<file path="config.mk">
export PLATFORM = sky130hd
export DESIGN_NAME = c3rdc_ctrl
export DESIGN_NICKNAME = d
export VERILOG_FILES = /design/src/design/c3rdc_pkg.sv /design/src/design/c3rdc_ctrl.sv
export SDC_FILE = /design/constraint.sdc
export NUM_CORES = 1
export LEC_CHECK = 0
export ABC_AREA = 1
export BUFFER_PORTS_ARGS = -buffer_cell sky130_fd_sc_hd__buf_2
export CORE_AREA = 2 2 39 41
export DETAILED_ROUTE_END_ITERATION = 7
export DIE_AREA = 0 0 41 43
export PLACE_DENSITY_LB_ADDON = 0.08
export SYNTH_ARGS = -nofsm -noshare
export SYNTH_HDL_FRONTEND = slang
export SYNTH_SLANG_ARGS = --single-unit
</file>
<file path="constraint.sdc">
create_clock -name i_clk -period 1.1 [get_ports i_clk]
set_clock_uncertainty 0.15 [all_clocks]
set_input_delay 0.22 -clock i_clk [delete_from_list [all_inputs] [get_ports i_clk]]
set_output_delay 0.22 -clock i_clk [all_outputs]
set_load 0.02 [all_outputs]
</file>
<file path="src/design/c3rdc_pkg.sv">
`timescale 1ns / 1ps
`default_nettype none
package c3rdc_pkg;
    localparam int unsigned PIX_MAX   = 255;
    localparam int unsigned SUM_W     = 20;
    localparam int unsigned QUO_W     = 20;
    localparam int unsigned MAX_H     = 4096;

    typedef enum logic [1:0] {
        ST_IDLE,
        ST_SUM,
        ST_DIV,
        ST_OUT
    } t_state;

    // register indexes on the configuration port
    typedef enum logic [2:0] {
        REG_K_TOP    = 3'd0,
        REG_K_MID    = 3'd1,
        REG_K_BOT    = 3'd2,
        REG_DIVISOR  = 3'd3,
        REG_WIDTH    = 3'd4,
        REG_HEIGHT   = 3'd5
    } t_reg_idx;

    // commands from the controller to the datapath
    typedef struct packed {
        logic capture;    // take input pixel, read line stores
        logic mac;        // accumulate one kernel row (or finish window update)
        logic div_start;  // load the divider
        logic div_step;   // one restoring step per channel
        logic emit_load;  // load output register
    } t_cmd;

    // status back to the controller
    typedef struct packed {
        logic produces;   // current pixel is interior
        logic mac_done;
        logic div_done;
    } t_stat;

    function automatic logic signed [8:0] weight_of(input logic [23:0] row, input logic [1:0] k);
        logic [7:0] b;
        b = row[8*k +: 8];
        return {b[7], b};
    endfunction
endpackage
`default_nettype wire

</file>
<file path="src/design/c3rdc_ctrl.sv">
`timescale 1ns / 1ps
`default_nettype none
module c3rdc_ctrl
    import c3rdc_pkg::*;
(
    input  wire logic  i_clk,
    input  wire logic  i_rst_n,
    input  wire logic  i_valid,
    input  wire logic  i_out_stall,
    input  wire t_stat i_stat,
    input  wire logic  i_out_valid,
    output      logic  o_stall,
    output      t_cmd  o_cmd
);
    t_state r_state, n_state;

    // hold state
    always_ff @(posedge i_clk) begin
        if (!i_rst_n) begin
            r_state <= ST_IDLE;
        end else begin
            r_state <= n_state;
        end
    end

    // next state and commands
    always_comb begin
        n_state = r_state;
        o_cmd   = '0;
        o_stall = 1'b1;
        unique case (r_state)
            ST_IDLE: begin
                o_stall = 1'b0;
                if (i_valid) begin
                    o_cmd.capture = 1'b1;
                    n_state = ST_SUM;
                end
            end
            ST_SUM: begin
                o_cmd.mac = 1'b1;
                if (i_stat.mac_done) begin
                    if (i_stat.produces) begin
                        o_cmd.div_start = 1'b1;
                        n_state = ST_DIV;
                    end else begin
                        n_state = ST_IDLE;
                    end
                end
            end
            ST_DIV: begin
                o_cmd.div_step = 1'b1;
                if (i_stat.div_done) begin
                    n_state = ST_OUT;
                end
            end
            ST_OUT: begin
                if (!i_out_valid || !i_out_stall) begin
                    o_cmd.emit_load = 1'b1;
                    n_state = ST_IDLE;
                end
            end
            default: n_state = ST_IDLE;
        endcase
    end

`ifndef SYNTH
    a_stall_busy: assert property (@(posedge i_clk) disable iff (!i_rst_n)
        (r_state != ST_IDLE) |-> o_stall)
        else $error("accepting while busy");
    a_emit_free: assert property (@(posedge i_clk) disable iff (!i_rst_n)
        o_cmd.emit_load |-> (!i_out_valid || !i_out_stall))
        else $error("output overwritten");
    a_div_after_sum: assert property (@(posedge i_clk) disable iff (!i_rst_n)
        o_cmd.div_start |=> (r_state == ST_DIV))
        else $error("divider start lost");
`endif
endmodule
`default_nettype wire

</file>
**Yosys cells after proc, flatten, opt, wreduce, memory -nomap -nowiden**

Index checks and enable logic that the tools add are counted.

- Register bits: 2

- Equality and inequality tests: 7
- Multiplexer cells: 15
- Reductions and logical operators: 5

Operators with widths:

| cell | count |
|---|---|
| 2-to-1 mux 2 bit | 6 |
| 2-to-1 mux 1 bit | 8 |
| inequality test 2 bit (second input constant) | 4 |
| case mux 2 bit (4 select lines) | 1 |
| == test 2 bit (second input constant) | 2 |
| AND reduction 4 bit | 1 |
| == test 2 x 1 -> 1 bit (second input constant) | 1 |
| logical NOT 1 bit | 2 |
| logical NOT 2 bit | 1 |
| logical OR 1 bit | 1 |

**Logic depth before layout (Yosys ltp)**

- Word-level depth: 4
- Gate-level depth with buffers: 7
- Gate-level depth less buffers: 7

**Worst setup path before layout**

Ideal clock, no wire load.

- Path type: flip-flop to output port
- Start point: register (tool-made name)
- End point: output o_cmd[2] (netlist bit)
- Data arrival time: 0.897 ns
- Data required time: 0.730 ns
- Setup slack: -0.167 ns
- Stages on the path, launching flop included: 6
- Buffers on the path: 0
- Cell sequence: dfxtp_1 > inv_2 > nand2_1 > inv_1 > nand3_1 > inv_1

RTL lines:

| element | RTL line | RTL |
|---|---|---|
| end, declared | c3rdc_ctrl.sv:13 | `output t_cmd o_cmd` |

==> results.tsv <==
metric	value	unit
die-height	43	µm
antenna_found_initial	0	
area_delta_synth_final	160	%
power_frac_seq	0.217	
avgSynthCellArea	5.35	µm²
place_congestion	0.649	
dieArea	1760	µm²
worstPathCellList	inv_4 > buf_12 > nand2_4 > nor2_4 > buf_6	
grt_max_degree	6	
p_int	281	µW
root_buffer	clkbuf_4	
reg2reg_slack	-190	ps
cp_top_family	flip-flops	
finalNetCount	63	
slew_headroom	0.918	
clockPowerShare	0.395	
vdd_ir_drop_max	0.356	mV
drtPass1Iterations	2	
overflow	0	
tightest_slew	123	ps
status	finished, violations left	
dr_total_vias	249	
h-tree-depth	1	
fmax	731	MHz
core_area	1380	µm²
p_leak	0.216	nW
critPathRequiredTime	730	ps
num_rows	14	
ant_nets	0	
worstHoldPathType	input port to flip-flop	
cts_buffers	3	
hold_viol	0	
dr.first_iter.drc_count	3	
rsz0062_at_grt	true	
initial_core_util	0.112	
multiInputGateArea	119	µm²
setup_viol	8	
synth_area	155	µm²
min_period	1370	ps
antenna_cells	0	
synthesis.nets	37	
synth_cell_types	9	
maxSlewViolCount	0	
die_width	41	µm
critPathKind	flip-flop to output pin	
p_comb_frac	0.388	
cts_tree	done	
nFillCells	165	
wire_per_inst	7.65	µm
period_share	1.24	
grt_pass1_vias	238	
fin_tns_setup	-1500	ps
power_density	1020	nW/µm²
slowest_delay	350	ps
cts.path.max_buffers	2	
final_layout_size_suffix_gt1_frac	0.717	
drc	0	
holdBufCountCts	0	
register_area	47.5	µm²
cp-start-kind	flip-flop	
clock-sinks	2	
clkLatencyLatePin	220	ps
cp.buffers_inverters	3	
holdWs	75.4	ps
synth-seq-cells	2	
worstHoldPathCells	3	
fin_ws	-269	ps
grt_pass1_wl	834	µm
io_buffer_count	13	
yosysWarnings	0	
drv_cap	0	
crit_arrival	1000	ps
cpMaxStageDelayCell	dfxtp_4	
violations	setup timing	
routed_wl	528	µm
ys_seq_area_frac	0.258	
clk_pin_slew	30	ps
place_ws	-107	ps
crit_fanout	4	
switching_power	130	µW
worstHoldStart	i_rst_n	
r2r_cells	8	
end_kind	output pin	
routed_via_density	3.61	
synth_cells	29	
ios	14	
dp_hpwl	388	µm
p_sw_frac	0.317	
track_usage	0.0721	
synthesized netlist by cell type:
cell / instances / share of area
nand3_1: 4 / 0.13
dfxtp_1: 2 / 0.26
a21oi_1: 1 / 0.032
inv_1: 7 / 0.17
nand2_1: 7 / 0.17
inv_2: 1 / 0.024
nor2_2: 1 / 0.040
nor2_1: 5 / 0.12
a21oi_2: 1 / 0.056
worst max-delay path by stage:
stage	to	cells past startpoint	start
floorplan	o_cmd[2]	5	flip-flop
global placement	o_cmd[2]	6	flip-flop
detailed placement	o_cmd[2]	6	flip-flop
CTS	o_cmd[2]	6	flip-flop
global route	o_cmd[2]	6	flip-flop
finish	o_cmd[4]	5	flip-flop
layer usage:
| layer | up-vias | share of wire | track usage |
|---|---|---|---|
| met4 | 0 | 0 | 0.0600 |
| li1 | 134 | - | - |
| met3 | 0 | 0.081 | 0.0157 |
| met2 | 7 | 0.55 | 0.116 |
| met1 | 108 | 0.37 | 0.0735 |
| met5 | - | 0 | 0 |
kinds of logic (layout without fill, tap and decap cells):
logic type | Yosys count | in the layout | synth area share
buffers and inverters | 8 | 32 | 0.194
AOI/OAI and AO/OA | 2 | 2 | 0.0887
DFF | 2 | 2 | 0.258
and+or+nand+nor | 17 | 17 | 0.460
power groups by stage:
stage          clock (mW)  sequential, mW  combinational, mW
6_report            0.162          0.0892              0.159
5_1_grt             0.173          0.0914              0.174
4_1_cts             0.177          0.0895              0.147
3_5_place_dp            0          0.0873              0.118
3_3_place_gp            0          0.0877              0.118
2_1_floorplan           0          0.0854             0.0694
worst reg2reg max path, cell delays in order, from the launching register on:
cell and delay (ps):
dfxtp_4 350, inv_4 80, nand2_4 50, inv_2 50, nand3_2 70, buf_4 130, buf_4 120, buf_4 120
a21oi_2 100
cells in the final DEF (no fill, tap or decap):
cell      netlist  final
clkbuf_4        0      3
buf_12          0      1
inv_2           1      3
inv_1           7      4
dfxtp_4         0      2
nand3_2         0      1
nor2_2          1      2
buf_6           0      3
a21oi_2         1      2
nand3_1         4      3
buf_4           0      9
nand2_4         0      2
inv_4           0      1
buf_2           0      8
nor2_4          0      1
nand2_1         7      5
nor2_1          5      3
timing repair:
item | CTS | global route
hold endpoints to repair | 0 | 0
endpoints found under the setup margin | 8 | 8
resized for setup | 15 | 3
pin swaps | 1 | 1
buffers inserted | 2 | 2
metrics by stage:
step | cells | power [mW] | util | instance area [µm²]
final | 69 | 0.411 | 0.291 | 403
after global routing | 69 | 0.439 | 0.291 | 403
after CTS | 67 | 0.414 | 0.264 | 365
after detailed placement | 62 | 0.205 | 0.209 | 289
after global placement | 62 | 0.205 | 0.209 | 289
after floorplan | 29 | 0.155 | - | 174
final cells by class:
cell class,instances,area share
Clock buffer,3,0.0559
Inverter,8,0.0807
Multi-Input combinational cell,19,0.295
Sequential cell,2,0.118
Tap cell,16,0.0497
Timing Repair Buffer,21,0.401
No activity file was read; power rests on OpenSTA's default activity.
